<file path="config.mk">
export PLATFORM = sky130hd
export DESIGN_NAME = serial_frame_deframer_flat
export DESIGN_NICKNAME = d
export VERILOG_FILES = /design/src/hdl/sfd_pkg.sv /design/src/hdl/sfd_if.sv /design/src/hdl/sfd_ram.sv /design/src/hdl/sfd_parser.sv /design/src/hdl/sfd_readout.sv /design/src/hdl/serial_frame_deframer.sv /design/src/flat_wrapper.sv
export VERILOG_INCLUDE_DIRS = /design/src /design/src/hdl
export SDC_FILE = /design/constraint.sdc
export NUM_CORES = 1
export LEC_CHECK = 0
export ABC_AREA = 1
export BUFFER_PORTS_ARGS = -buffer_cell sky130_fd_sc_hd__clkbuf_2
export CAP_MARGIN = 20
export CORE_ASPECT_RATIO = 0.5
export CORE_UTILIZATION = 42
export CTS_BUF_LIST = sky130_fd_sc_hd__clkbuf_4
export DETAILED_ROUTE_END_ITERATION = 7
export PLACE_DENSITY = 0.55
export SETUP_SLACK_MARGIN = 0.02
export SLEW_MARGIN = 15
export SYNTH_ARGS = -nofsm -noshare
export SYNTH_HDL_FRONTEND = slang
export SYNTH_SLANG_ARGS = --single-unit
</file>
<file path="constraint.sdc">
create_clock -name clk -period 3 [get_ports clk]
set_input_delay 0.3 -clock clk [delete_from_list [all_inputs] [get_ports clk]]
set_output_delay 0.3 -clock clk [all_outputs]
set_load 0.005 [all_outputs]
</file>
<file path="src/hdl/serial_frame_deframer_assert.svh">
// ---------------------------------------------------------------------------
// Serial frame deframer assertion macros
// Concurrent assertion wrappers, clocked on clk, disabled in reset.
// ---------------------------------------------------------------------------
`ifndef SERIAL_FRAME_DEFRAMER_ASSERT_SVH
`define SERIAL_FRAME_DEFRAMER_ASSERT_SVH

`ifndef SYNTHESIS

// property must hold at every clock edge out of reset
`define SFD_ASSERT(lbl, prop) \
  lbl: assert property (@(posedge clk) disable iff (!rst_n) prop) \
    else $error("sfd assertion failed");

// condition must never be true out of reset
`define SFD_NEVER(lbl, cond) \
  lbl: assert property (@(posedge clk) disable iff (!rst_n) !(cond)) \
    else $error("sfd forbidden condition seen");

`else

`define SFD_ASSERT(lbl, prop)
`define SFD_NEVER(lbl, cond)

`endif

`endif

</file>
<file path="src/hdl/sfd_pkg.sv">
// ---------------------------------------------------------------------------
// Serial frame deframer package
// Shared widths, register indexes and the result item type.
// ---------------------------------------------------------------------------
`timescale 1ns / 1ps

package sfd_pkg;

  localparam int BYTE_W          = 8;
  localparam int POS_W           = 6;
  localparam int LIMIT_W         = 7;
  localparam int CFG_IDX_W       = 2;
  localparam int MAX_PAYLOAD_DEF = 64;

  localparam logic [BYTE_W-1:0]  START_MARKER_RST = 8'h02;
  localparam logic [BYTE_W-1:0]  END_MARKER_RST   = 8'h03;
  localparam logic [LIMIT_W-1:0] LENGTH_LIMIT_RST = 7'd64;
  localparam logic [BYTE_W-1:0]  FLEN_MAX         = 8'd63;
  localparam logic [15:0]        CSUM_SEED        = 16'h0055;

  typedef enum logic [CFG_IDX_W-1:0] {
    CFG_START_MARKER = 2'd0,
    CFG_END_MARKER   = 2'd1,
    CFG_LENGTH_LIMIT = 2'd2
  } cfg_idx_t;

  typedef struct packed {
    logic             valid;
    logic [POS_W-1:0] len;
  } start_req_t;

  typedef struct packed {
    logic [BYTE_W-1:0] payload_byte;
    logic [POS_W-1:0]  byte_index;
    logic [POS_W-1:0]  frame_length;
    logic              last;
  } out_item_t;

endpackage

</file>
<file path="src/hdl/sfd_if.sv">
// ---------------------------------------------------------------------------
// Serial frame deframer channels
// Valid/ready channels for received bytes and emitted payload bytes.
// ---------------------------------------------------------------------------
`timescale 1ns / 1ps

interface sfd_in_if;
  import sfd_pkg::*;
  logic              valid;
  logic              ready;
  logic [BYTE_W-1:0] rx_byte;
  modport source (output valid, output rx_byte, input ready);
  modport sink   (input valid, input rx_byte, output ready);
endinterface

interface sfd_out_if;
  import sfd_pkg::*;
  logic              valid;
  logic              ready;
  logic [BYTE_W-1:0] payload_byte;
  logic [POS_W-1:0]  byte_index;
  logic [POS_W-1:0]  frame_length;
  logic              last;
  modport source (output valid, output payload_byte, output byte_index,
                  output frame_length, output last, input ready);
  modport sink   (input valid, input payload_byte, input byte_index,
                  input frame_length, input last, output ready);
endinterface

</file>
<file path="src/hdl/sfd_ram.sv">
// ---------------------------------------------------------------------------
// Generic single-port-write RAM
// One write port, one read port, read data registered.
// ---------------------------------------------------------------------------
`timescale 1ns / 1ps

module sfd_ram #(
  parameter int WIDTH = 8,
  parameter int DEPTH = 64
) (
  input  logic                     clk,
  input  logic                     we,
  input  logic [$clog2(DEPTH)-1:0] waddr,
  input  logic [WIDTH-1:0]         wdata,
  input  logic                     re,
  input  logic [$clog2(DEPTH)-1:0] raddr,
  output logic [WIDTH-1:0]         rdata
);

  logic [WIDTH-1:0] mem [DEPTH];
  logic [WIDTH-1:0] rdata_r;

  always_ff @(posedge clk) begin
    if (we) begin
      mem[waddr] <= wdata;
    end
    if (re) begin
      rdata_r <= mem[raddr];
    end
  end

  assign rdata = rdata_r;

endmodule

</file>
<file path="src/hdl/sfd_parser.sv">
// ---------------------------------------------------------------------------
// Serial frame deframer parser
// Frame state machine, checksum, configuration and payload buffer writes.
// ---------------------------------------------------------------------------
`timescale 1ns / 1ps

module sfd_parser #(
  parameter int MAX_PAYLOAD = sfd_pkg::MAX_PAYLOAD_DEF
) (
  input  logic                          clk,
  input  logic                          rst_n,
  sfd_in_if.sink                        in_ch,
  input  logic                          hold,
  input  logic                          cfg_we,
  input  logic [sfd_pkg::CFG_IDX_W-1:0] cfg_idx,
  input  logic [sfd_pkg::BYTE_W-1:0]    cfg_wdata,
  output logic                          ram_we,
  output logic [$clog2(MAX_PAYLOAD)-1:0] ram_waddr,
  output logic [sfd_pkg::BYTE_W-1:0]    ram_wdata,
  output sfd_pkg::start_req_t           start
);
  import sfd_pkg::*;

  localparam int AW = $clog2(MAX_PAYLOAD);

  typedef enum logic [5:0] {
    PH_IDLE = 6'b000001,
    PH_LEN  = 6'b000010,
    PH_DATA = 6'b000100,
    PH_CSLO = 6'b001000,
    PH_CSHI = 6'b010000,
    PH_END  = 6'b100000
  } phase_t;

  phase_t             phase_r, phase_nxt;
  logic [POS_W-1:0]   frame_len_r, frame_len_nxt;
  logic [POS_W-1:0]   write_pos_r, write_pos_nxt;
  logic [15:0]        sum_r, sum_nxt;
  logic [BYTE_W-1:0]  start_marker_r, end_marker_r;
  logic [LIMIT_W-1:0] length_limit_r;

  logic              accept;
  logic [BYTE_W-1:0] b;
  logic              len_bad;
  logic [POS_W-1:0]  pos_inc;
  phase_t            miss_phase;

  assign in_ch.ready = !hold;
  assign accept      = in_ch.valid && !hold;
  assign b           = in_ch.rx_byte;
  assign pos_inc     = write_pos_r + POS_W'(1);
  assign miss_phase  = (b == start_marker_r) ? PH_LEN : PH_IDLE;
  assign len_bad     = (b == '0) ||
                       ({1'b0, b} >= {2'b00, length_limit_r}) ||
                       ({1'b0, b} >= 9'(MAX_PAYLOAD)) ||
                       (b > FLEN_MAX);

  always_comb begin
    phase_nxt     = phase_r;
    frame_len_nxt = frame_len_r;
    write_pos_nxt = write_pos_r;
    sum_nxt       = sum_r;
    ram_we        = 1'b0;
    start         = '0;
    if (accept) begin
      unique case (phase_r)
        PH_IDLE: begin
          if (b == start_marker_r) phase_nxt = PH_LEN;
        end
        PH_LEN: begin
          if (len_bad) begin
            phase_nxt = miss_phase;
          end else begin
            frame_len_nxt = b[POS_W-1:0];
            write_pos_nxt = '0;
            sum_nxt       = CSUM_SEED + {8'h00, b};
            phase_nxt     = PH_DATA;
          end
        end
        PH_DATA: begin
          sum_nxt       = sum_r + {8'h00, b};
          ram_we        = 1'b1;
          write_pos_nxt = pos_inc;
          if (pos_inc >= frame_len_r) phase_nxt = PH_CSLO;
        end
        PH_CSLO: begin
          phase_nxt = (sum_r[7:0] != b) ? miss_phase : PH_CSHI;
        end
        PH_CSHI: begin
          phase_nxt = (sum_r[15:8] != b) ? miss_phase : PH_END;
        end
        PH_END: begin
          if (b == end_marker_r) begin
            start.valid = 1'b1;
            start.len   = frame_len_r;
            phase_nxt   = PH_IDLE;
          end else begin
            phase_nxt = miss_phase;
          end
        end
        default: phase_nxt = PH_IDLE;
      endcase
    end
  end

  assign ram_waddr = AW'(write_pos_r);
  assign ram_wdata = b;

  always_ff @(posedge clk) begin
    if (!rst_n) begin
      phase_r        <= PH_IDLE;
      frame_len_r    <= '0;
      write_pos_r    <= '0;
      sum_r          <= '0;
      start_marker_r <= START_MARKER_RST;
      end_marker_r   <= END_MARKER_RST;
      length_limit_r <= LENGTH_LIMIT_RST;
    end else begin
      phase_r     <= phase_nxt;
      frame_len_r <= frame_len_nxt;
      write_pos_r <= write_pos_nxt;
      sum_r       <= sum_nxt;
      if (cfg_we) begin
        unique case (cfg_idx)
          CFG_START_MARKER: start_marker_r <= cfg_wdata;
          CFG_END_MARKER:   end_marker_r   <= cfg_wdata;
          CFG_LENGTH_LIMIT: length_limit_r <= cfg_wdata[LIMIT_W-1:0];
          default: ;
        endcase
      end
    end
  end

endmodule

</file>
<file path="src/hdl/sfd_readout.sv">
// ---------------------------------------------------------------------------
// Serial frame deframer read-out
// Payload buffer read sequencer with a two-entry result queue.
// ---------------------------------------------------------------------------
`timescale 1ns / 1ps

`include "serial_frame_deframer_assert.svh"

module sfd_readout #(
  parameter int MAX_PAYLOAD = sfd_pkg::MAX_PAYLOAD_DEF
) (
  input  logic                           clk,
  input  logic                           rst_n,
  input  sfd_pkg::start_req_t            start,
  output logic                           hold,
  output logic                           ram_re,
  output logic [$clog2(MAX_PAYLOAD)-1:0] ram_raddr,
  input  logic [sfd_pkg::BYTE_W-1:0]     ram_rdata,
  sfd_out_if.source                      out_ch
);
  import sfd_pkg::*;

  localparam int AW = $clog2(MAX_PAYLOAD);

  logic             busy_r, busy_nxt;
  logic [POS_W-1:0] rd_pos_r, rd_pos_nxt;
  logic [POS_W-1:0] flen_r, flen_nxt;
  logic             infl_r;
  logic [POS_W-1:0] infl_idx_r;
  logic             infl_last_r;
  out_item_t        q_r [2];
  logic             wr_ptr_r, rd_ptr_r;
  logic [1:0]       cnt_r, cnt_nxt;

  logic       pop, push, issue, rd_last;
  logic [1:0] used;
  out_item_t  head;

  assign hold    = busy_r || infl_r;
  assign pop     = out_ch.valid && out_ch.ready;
  assign push    = infl_r;
  assign used    = cnt_r + {1'b0, infl_r};
  assign issue   = busy_r && ((used < 2'd2) || ((used == 2'd2) && pop));
  assign rd_last = (rd_pos_r + POS_W'(1)) == flen_r;

  assign ram_re    = issue;
  assign ram_raddr = AW'(rd_pos_r);

  always_comb begin
    busy_nxt   = busy_r;
    rd_pos_nxt = rd_pos_r;
    flen_nxt   = flen_r;
    if (start.valid) begin
      busy_nxt   = 1'b1;
      rd_pos_nxt = '0;
      flen_nxt   = start.len;
    end else if (issue) begin
      rd_pos_nxt = rd_pos_r + POS_W'(1);
      if (rd_last) busy_nxt = 1'b0;
    end
    cnt_nxt = cnt_r + {1'b0, push} - {1'b0, pop};
  end

  always_ff @(posedge clk) begin
    if (!rst_n) begin
      busy_r   <= 1'b0;
      infl_r   <= 1'b0;
      wr_ptr_r <= 1'b0;
      rd_ptr_r <= 1'b0;
      cnt_r    <= '0;
    end else begin
      busy_r <= busy_nxt;
      infl_r <= issue;
      cnt_r  <= cnt_nxt;
      if (push) wr_ptr_r <= !wr_ptr_r;
      if (pop)  rd_ptr_r <= !rd_ptr_r;
    end
  end

  always_ff @(posedge clk) begin
    rd_pos_r <= rd_pos_nxt;
    flen_r   <= flen_nxt;
    if (issue) begin
      infl_idx_r  <= rd_pos_r;
      infl_last_r <= rd_last;
    end
    if (push) begin
      q_r[wr_ptr_r] <= '{payload_byte: ram_rdata, byte_index: infl_idx_r,
                         frame_length: flen_r, last: infl_last_r};
    end
  end

  assign head                = q_r[rd_ptr_r];
  assign out_ch.valid        = (cnt_r != 2'd0);
  assign out_ch.payload_byte = head.payload_byte;
  assign out_ch.byte_index   = head.byte_index;
  assign out_ch.frame_length = head.frame_length;
  assign out_ch.last         = head.last;

  `SFD_NEVER(a_queue_overflow, cnt_r == 2'd3)
  `SFD_NEVER(a_start_while_busy, start.valid && (busy_r || infl_r))
  `SFD_ASSERT(a_last_read_ends, (issue && rd_last) |=> (!busy_r && infl_r))
  `SFD_ASSERT(a_read_needs_room, issue |-> (used < 2'd2 || pop))

endmodule

</file>
<file path="src/hdl/serial_frame_deframer.sv">
// ---------------------------------------------------------------------------
// Serial frame deframer
// Finds start/length/payload/checksum/end frames in a byte stream and
// emits the payload of every verified frame, one byte per result.
//
// in_ch takes one received byte per request; one byte per cycle while
// the block is not reading out a frame. cfg_we/cfg_idx/cfg_wdata write
// start marker, end marker and length limit (indexes 0, 1, 2).
// out_ch carries payload_byte, byte_index, frame_length and last.
// The payload sits in a MAX_PAYLOAD x 8 buffer RAM with registered read.
// After the end marker is accepted, the read-out goes busy, issues the
// first buffer read and queues the registered data; then one byte per
// cycle is offered while out_ch is ready; the buffer's single read port
// sets that rate. in_ch.ready is low from the end marker until the last
// buffer read has returned. A stall on out_ch holds the buffer reads once
// two results are queued or in flight, and so lengthens that window.
// Reset returns the block to waiting for a start marker, restores the
// register defaults and drops any pending results.
// ---------------------------------------------------------------------------
`timescale 1ns / 1ps

module serial_frame_deframer #(
  parameter int MAX_PAYLOAD = sfd_pkg::MAX_PAYLOAD_DEF
) (
  input  logic                          clk,
  input  logic                          rst_n,
  sfd_in_if.sink                        in_ch,
  sfd_out_if.source                     out_ch,
  input  logic                          cfg_we,
  input  logic [sfd_pkg::CFG_IDX_W-1:0] cfg_idx,
  input  logic [sfd_pkg::BYTE_W-1:0]    cfg_wdata
);
  import sfd_pkg::*;

  localparam int AW = $clog2(MAX_PAYLOAD);

  logic              hold;
  start_req_t        start;
  logic              ram_we, ram_re;
  logic [AW-1:0]     ram_waddr, ram_raddr;
  logic [BYTE_W-1:0] ram_wdata, ram_rdata;

  sfd_parser #(.MAX_PAYLOAD(MAX_PAYLOAD)) u_parser (
    .clk       (clk),
    .rst_n     (rst_n),
    .in_ch     (in_ch),
    .hold      (hold),
    .cfg_we    (cfg_we),
    .cfg_idx   (cfg_idx),
    .cfg_wdata (cfg_wdata),
    .ram_we    (ram_we),
    .ram_waddr (ram_waddr),
    .ram_wdata (ram_wdata),
    .start     (start)
  );

  sfd_ram #(.WIDTH(BYTE_W), .DEPTH(MAX_PAYLOAD)) u_buf (
    .clk   (clk),
    .we    (ram_we),
    .waddr (ram_waddr),
    .wdata (ram_wdata),
    .re    (ram_re),
    .raddr (ram_raddr),
    .rdata (ram_rdata)
  );

  sfd_readout #(.MAX_PAYLOAD(MAX_PAYLOAD)) u_readout (
    .clk       (clk),
    .rst_n     (rst_n),
    .start     (start),
    .hold      (hold),
    .ram_re    (ram_re),
    .ram_raddr (ram_raddr),
    .ram_rdata (ram_rdata),
    .out_ch    (out_ch)
  );

endmodule
</file>
<file path="src/flat_wrapper.sv">
// flat-port wrapper written by rule: the top's interface ports become plain ports
module serial_frame_deframer_flat import sfd_pkg::*;
#(
  parameter int MAX_PAYLOAD = sfd_pkg::MAX_PAYLOAD_DEF
)
  (clk, rst_n, cfg_we, cfg_idx, cfg_wdata, in_ch_valid, in_ch_rx_byte, in_ch_ready, out_ch_valid, out_ch_payload_byte, out_ch_byte_index, out_ch_frame_length, out_ch_last, out_ch_ready);
  sfd_in_if in_ch_i ();
  sfd_out_if out_ch_i ();
  input  logic clk;
  input  logic rst_n;
  input  logic cfg_we;
  input  logic [sfd_pkg::CFG_IDX_W-1:0] cfg_idx;
  input  logic [sfd_pkg::BYTE_W-1:0] cfg_wdata;
  input wire logic [$bits(in_ch_i.valid)-1:0] in_ch_valid;
  input wire logic [$bits(in_ch_i.rx_byte)-1:0] in_ch_rx_byte;
  output wire logic [$bits(in_ch_i.ready)-1:0] in_ch_ready;
  output wire logic [$bits(out_ch_i.valid)-1:0] out_ch_valid;
  output wire logic [$bits(out_ch_i.payload_byte)-1:0] out_ch_payload_byte;
  output wire logic [$bits(out_ch_i.byte_index)-1:0] out_ch_byte_index;
  output wire logic [$bits(out_ch_i.frame_length)-1:0] out_ch_frame_length;
  output wire logic [$bits(out_ch_i.last)-1:0] out_ch_last;
  input wire logic [$bits(out_ch_i.ready)-1:0] out_ch_ready;
  assign in_ch_i.valid = in_ch_valid;
  assign in_ch_i.rx_byte = in_ch_rx_byte;
  assign in_ch_ready = in_ch_i.ready;
  assign out_ch_valid = out_ch_i.valid;
  assign out_ch_payload_byte = out_ch_i.payload_byte;
  assign out_ch_byte_index = out_ch_i.byte_index;
  assign out_ch_frame_length = out_ch_i.frame_length;
  assign out_ch_last = out_ch_i.last;
  assign out_ch_i.ready = out_ch_ready;
  serial_frame_deframer #(.MAX_PAYLOAD(MAX_PAYLOAD)) u_core (.clk(clk), .rst_n(rst_n), .in_ch(in_ch_i), .out_ch(out_ch_i), .cfg_we(cfg_we), .cfg_idx(cfg_idx), .cfg_wdata(cfg_wdata));
endmodule
</file>
Word level (Yosys, flattened, before mapping)
Memory sizes are Yosys's and may differ from the RTL's. A register that Yosys moved wholly into a read port is not among the register bits. Cells that the tools add are included.

Register bits: 82. RAM bits: 554. Input port bits: 23. Memories: 2.

Memories: u_core.u_buf.mem (depth 64, width 8, rd ports 1, clocked after Yosys merged registers in 1, write ports 1, RTL line sfd_ram.sv:20) `logic [WIDTH-1:0] mem [DEPTH];`; u_core.u_readout.q_r (depth 2, width 21, rd ports 1, clocked after Yosys merged registers in 1, write ports 1, RTL line sfd_readout.sv:31) `out_item_t q_r [2];`.

$add $sub $neg: 6. Order comparisons: 5. Equal/unequal tests: 17. Multiplexer cells: 26. Bitwise operators: 1. Reduce and logical (&&, ||, !) cells: 26.

Operators by type and width (count): case mux 6 bit (6 select lines) (1); case mux 16 bit (2 select lines) (1); 2-to-1 mux 6 bit (4); 2-to-1 mux 7 bit (3); adder 16 x 8 -> 16 bit (1); == test 8 bit (2); 2-to-1 mux 16 bit (1); != test 8 bit (2); adder 6 x 1 -> 6 bit (second input constant) (2); case mux 6 bit (2 select lines) (1); AND reduction 3 bit (4); 2-to-1 mux 1 bit (11); adder 7 x 8 -> 9 bit (first input constant) (1); greater-or-equal comparator 8 x 7 -> 1 bit (1); greater-or-equal comparator 8 x 7 -> 1 bit (second input constant) (1); > comparator 8 x 6 -> 1 bit (second input constant) (1); logical NOT 8 bit (1); AND reduction 2 bit (4); nonzero test 2 bit (4); == test 6 x 1 -> 1 bit (second input constant) (1); == test 6 x 2 -> 1 bit (second input constant) (1); == test 6 x 3 -> 1 bit (second input constant) (1); == test 6 x 4 -> 1 bit (second input constant) (1); == test 6 x 5 -> 1 bit (second input constant) (1); 17 further kinds (30).

Depth between registers and ports, before layout
Depth in word-level cells: 7. Mapped depth: 17. Mapped depth without buffers: 16.

Modules after synthesis
Synthesis repeated with hierarchy kept, for this count alone.

Cells, all modules: 2586. Area, all modules: 28060.7 um^2.

Modules (own cells, without submodules): sfd_ram (instances 1, cells an instance 1805, area each 21419.3 um^2, sequential area each 15615.0 um^2); sfd_parser (instances 1, cells an instance 595, area each 3981.3 um^2, sequential area each 1141.1 um^2); sfd_readout (instances 1, cells an instance 186, area each 2660.1 um^2, sequential area each 1911.8 um^2).

Worst setup path before layout
OpenSTA, ideal clock, no wires.

Path kind: register to register. From: register u_core.u_parser.write_pos_r[2] (netlist: u_core.u_parser.ram_waddr[2]). To: register u_core.u_parser.phase_r[5]. Setup time: 0.119 ns. Arrival time: 1.964 ns. Required time: 2.881 ns. Setup slack: 0.917 ns. Cell stages (with the launch flop): 17. Buffers on the path: 2. Clock period less this slack: 2.083 ns. Path through: dfxtp_1 buf_2 nand2_1 nor2_1 inv_1 nor2_1 nand2_1 nand2_1 o21ai_1 ha_1 nand4_1 o21bai_1 nand3_1 nand3_2 buf_6 o21ai_0 a21oi_1.

Word-level cells in the longest chain between the ends: 4.

Ends and longest elaborated chain: start: declaration (RTL line sfd_parser.sv:37) `logic [POS_W-1:0] write_pos_r, write_pos_nxt;`; start signal: assignment (RTL line sfd_parser.sv:121) `write_pos_r <= write_pos_nxt;`; adder 6 x 1 -> 6 bit (RTL line sfd_parser.sv:51) `assign pos_inc = write_pos_r + POS_W'(1);`; greater-or-equal comparator 6 bit (RTL line sfd_parser.sv:84) `if (pos_inc >= frame_len_r) phase_nxt = PH_CSLO;`; != test 2 bit (no source line); AND reduction 3 bit (no source line); end signal: assignment (RTL line sfd_parser.sv:119) `phase_r <= phase_nxt;`; end: declaration (RTL line sfd_parser.sv:35) `phase_t phase_r, phase_nxt;`.

No other way between the ends. A chain may end at the register's enable or synchronous reset.

Worst setup path after layout
From: register u_core.u_parser.write_pos_r[2] (netlist: u_core.u_parser.ram_waddr[2]). To: register u_core.u_parser.phase_r[1].

The elaborated chain is that of the path after synthesis.

==> run_results.csv <==
group,metric,value,unit
layout,fill_cells,5877,
sta,tightest_slew,0.905,ns
critical_path,critPathSlowestCell,"dfxtp_1",
critical_path,crit_family,"simple AND/OR/NAND/NOR gates",
logic_synthesis,ys_types,45,
floorplanning,core-area,0.0634,sq mm
critical_path,reg2reg_depth,14,
logic_synthesis,synthArstFlopShare,0,
sta,holdWs,0.240,ns
power,p_leak,11.1,nW
floorplanning,ios,46,
layout,fin_nets,2659,
hold_path,hp-class,"input port to flip-flop",
logic_synthesis,synth-seq-cells,645,
place,numPortBuffers,45,
hold_path,hold_end,"u_core.u_parser.end_marker_r[7]$_SDFFE_PN0P_",
sta,fin_worst_skew,0.0335,ns
sta,final_max_slew_viol_count,0,
floorplanning,die_h,182,um
critical_path,end_kind,"flip-flop",
logic_synthesis,yosys_warnings,0,
drt,finalWirelength,72400,um
grt,antenna_found_initial,2,
cts,clk_pin_slew,0.07,ns
drt,routedWlPerCell,20.4,um
drt,via_per_inst,5.31,
place,placed_area,0.0287,sq mm
hold_path,hold_depth,4,
logic_synthesis,syn_nets,2449,
critical_path,crit_path_max_incr_delay,0.46,ns
cts,cts-root-buf,"clkbuf_4",
critical_path,critical_path_class,"flip-flop to flip-flop",
critical_path,ff2ff_setup_slack,0.59,ns
cts,cts_buffers,150,
drt,drtIter0Drc,1752,
layout,multi_input_area,0.00738,sq mm
critical_path,cp-start-kind,"flip-flop",
layout,regArea,0.0187,sq mm
critical_path,worstPathArrival,3.21,ns
power,p_per_area,583,mW/mm^2
drt,antenna_left,0,
layout,finish.instance_area,0.0309,sq mm
sta,hold_viol,0,
grt,grt_pass1_wl,110000,um
logic_synthesis,synth-seq-area-share,0.689,
critical_path,reg2reg_from,"u_core.u_parser.ram_waddr[2]$_SDFFE_PN0P_",
critical_path,critPathMaxFanout,11,
logic_synthesis,synth.area.top_cells,"edfxtp_1, o21ai_0, nor2_1",
logic_synthesis,syn-cell-area,0.0271,sq mm
critical_path,crit_top_cell,"nand2_1",
sta,fmax,0.416,GHz
drt,vias,18900,
sta,max_slew_margin,0.396,
critical_path,path_cells,"nand2_1, nor2_1, inv_1, nor2_1, nand2_1, nand2_1, o21ai_1, ha_1, nand4_1, o21bai_1, nand3_1, nand3_2, o21bai_1, a21oi_1",
layout,synthToLayoutAreaGrowth,14.0,%
sta,min_period,2.41,ns
grt,grt_pass1_vias,18400,
sta,finalCritPeriodShare,0.802,
sta,fin_setup_tns,0,ns
place,gp_congestion,0.867,
sta,finalWorstSetupSlack,0.594,ns
drt,drc,0,
floorplanning,die_area,0.0656,sq mm
hold_path,min_from,"cfg_wdata[7]",
flow_run,cap_violations,0,
sta,finalSetupViolCount,0,
logic_synthesis,netlist_instances,2398,
drt,first_pass_iters,5,
logic_synthesis,netlist.area_leader.share,0.637,
critical_path,reg2reg_to,"u_core.u_parser.phase_r[1]$_SDFFE_PN0P_",
cts,cts_buffer_depth,3,
power,ir_worst_vdd,0.000267,V
logic_synthesis,avgSynthCellArea,11.3,sq um
logic_synthesis,synth.top_cells.by_count,"edfxtp_1, nor2_1, nand2_1, o21ai_0, o22ai_1",
grt,grt_max_degree,138,
cts,clock_latency,0.89,ns
logic_synthesis,synth_top_cell_by_area,"edfxtp_1",
sta,rsz0062_at_grt,"false",
floorplanning,die_w,361,um
critical_path,crit_buf_inv,1,
cts,cts_tree,"built",
grt,grt_remaining_overflow,0,
logic_synthesis,synthFlopType,"edfxtp_1",
outcome,status,"complete, no violations",
cts,clock_sinks,645,
logic_synthesis,synthMostInstantiatedCell,"edfxtp_1",
floorplanning,rows,65,
grt,track_usage,0.222,
cts,cts_htree_levels,4,
place,hpwl,43100,um
logic_synthesis,synth-edff-count,575,
critical_path,cp_data_required_time,3.80,ns
layout,drive_gt1_frac,0.166,
floorplanning,initial_core_util,0.427,
place,post-place-ws,0.636,ns
## per-stage QoR
stage | std cells | power [mW] | util
5_1_grt | 3555 | 18.8 | 0.487
3_3_place_gp | 3265 | 11.1 | 0.453
6_report | 3555 | 18.0 | 0.487
2_1_floorplan | 2398 | 10.7 | -
4_1_cts | 3554 | 18.2 | 0.487
3_5_place_dp | 3265 | 11.1 | 0.453
## registers in the layout, indices dropped and copies added (netlist names), named ones only
signal                          cells
u_core.u_parser.ram_waddr           6
u_core.u_buf.rdata                  8
u_core.u_readout.wr_ptr_r           1
u_core.u_readout.rd_ptr_r           1
u_core.u_parser.length_limit_r      7
u_core.u_readout.infl_last_r        1
u_core.u_readout.infl_idx_r         6
u_core.u_parser.sum_r              16
u_core.u_parser.phase_r             6
u_core.u_buf.mem                  512
u_core.u_readout.q_r               42
u_core.u_readout.infl_r             1
u_core.u_parser.start_marker_r      8
u_core.u_readout.flen_r             6
u_core.u_parser.frame_len_r         6
u_core.u_readout.busy_r             1
u_core.u_readout.cnt_r              2
u_core.u_parser.end_marker_r        8
u_core.u_readout.ram_raddr          6
## timing repair
| action | CTS | global route |
|---|---|---|
| hold buffers | 28 | 0 |
| hold endpoints to repair | 64 | 0 |
| setup buffers | 0 | 0 |
| resized for setup | 0 | 0 |
## where the power goes
| part | total, mW | switching, mW | internal, mW |
|---|---|---|---|
| Sequential | 9.86 | 0.0492 | 9.81 |
| Clock | 7.08 | 3.46 | 3.62 |
| Combinational | 1.07 | 0.720 | 0.351 |
## cell families (layout without fill, tap and decap cells)
| family | count (synthesis) | in the layout | synth area share |
|---|---|---|---|
| adders and majority gates | 28 | 28 | 0.0132 |
| and+or+nand+nor | 871 | 871 | 0.128 |
| AOI/OAI and AO/OA | 566 | 566 | 0.113 |
| DFF | 645 | 645 | 0.689 |
| buffers and inverters | 239 | 558 | 0.0395 |
| other | 0 | 1 | 0 |
| muxes | 21 | 21 | 0.00872 |
| xor gates and xnor gates | 28 | 28 | 0.00904 |
## worst reg2reg max path: stages (launching register included)
cell and delay (ns):
dfxtp_1 0.46, nand2_1 0.09, nor2_1 0.23, inv_1 0.09, nor2_1 0.09, nand2_1 0.06, nand2_1 0.06, o21ai_1 0.08
ha_1 0.30, nand4_1 0.08, o21bai_1 0.16, nand3_1 0.10, nand3_2 0.19, o21bai_1 0.22, a21oi_1 0.11
## how the worst max path moves through the flow
stage | from | to | cells past startpoint
after global routing | u_core.u_parser.ram_waddr[2]$_SDFFE_PN0P_ | u_core.u_parser.phase_r[4]$_SDFFE_PN0P_ | 14
after floorplan | u_core.u_parser.ram_waddr[2]$_SDFFE_PN0P_ | u_core.u_parser.phase_r[5]$_SDFFE_PN0P_ | 16
after detailed placement | u_core.u_parser.phase_r[0]$_SDFFE_PN1P_ | u_core.u_buf.mem[57][6]$_DFFE_PP_ | 8
after global placement | u_core.u_readout.ram_raddr[0]$_SDFFE_PP0P_ | u_core.u_buf.rdata[6]$_DFFE_PP_ | 10
after CTS | flip-flop | out_ch_byte_index[2] | 3
final | u_core.u_parser.ram_waddr[2]$_SDFFE_PN0P_ | u_core.u_parser.phase_r[1]$_SDFFE_PN0P_ | 14
## per-layer routing
metal  global-route usage  up-vias  share of wire
li1                     -     9008              -
met1                0.317     9176           0.46
met2                0.341      600           0.45
met3               0.0564       99          0.075
met4               0.0541        0          0.015
met5                    0        -              0
## layout make-up
type | instances | area share
tap | 837 | 0.0339
clock inverter | 40 | 0.00757
timing repair buffer | 193 | 0.0488
sequential | 645 | 0.604
antenna | 1 | 0.0000810
clock buffer | 221 | 0.0537
inverter | 104 | 0.0128
multi-input combinational | 1514 | 0.239
## cells in the final DEF, fill, tap and decap left out, types with 3 or more instances in the layout
master,Yosys,routed
edfxtp_1,575,575
mux2_2,21,21
bufinv_16,0,3
a211oi_2,4,4
o21ai_0,317,317
nand2_1,341,341
o21ai_1,30,30
nand3_1,71,71
nor3_1,10,10
o22ai_1,128,128
nand4_1,16,16
ha_1,27,27
buf_2,37,7
dlygate4sd3_1,0,28
buf_4,14,113
clkinv_1,3,32
xnor2_1,14,14
inv_1,92,90
nor2_2,4,5
dfxtp_1,70,67
or2_2,3,3
xor2_1,14,14
nand2_2,4,4
nor2_1,413,412
clkbuf_4,0,221
buf_12,0,8
clkbuf_2,1,37
a21oi_1,75,75
inv_2,8,15
o21bai_1,3,3
Power figures use the tool's default switching activity.
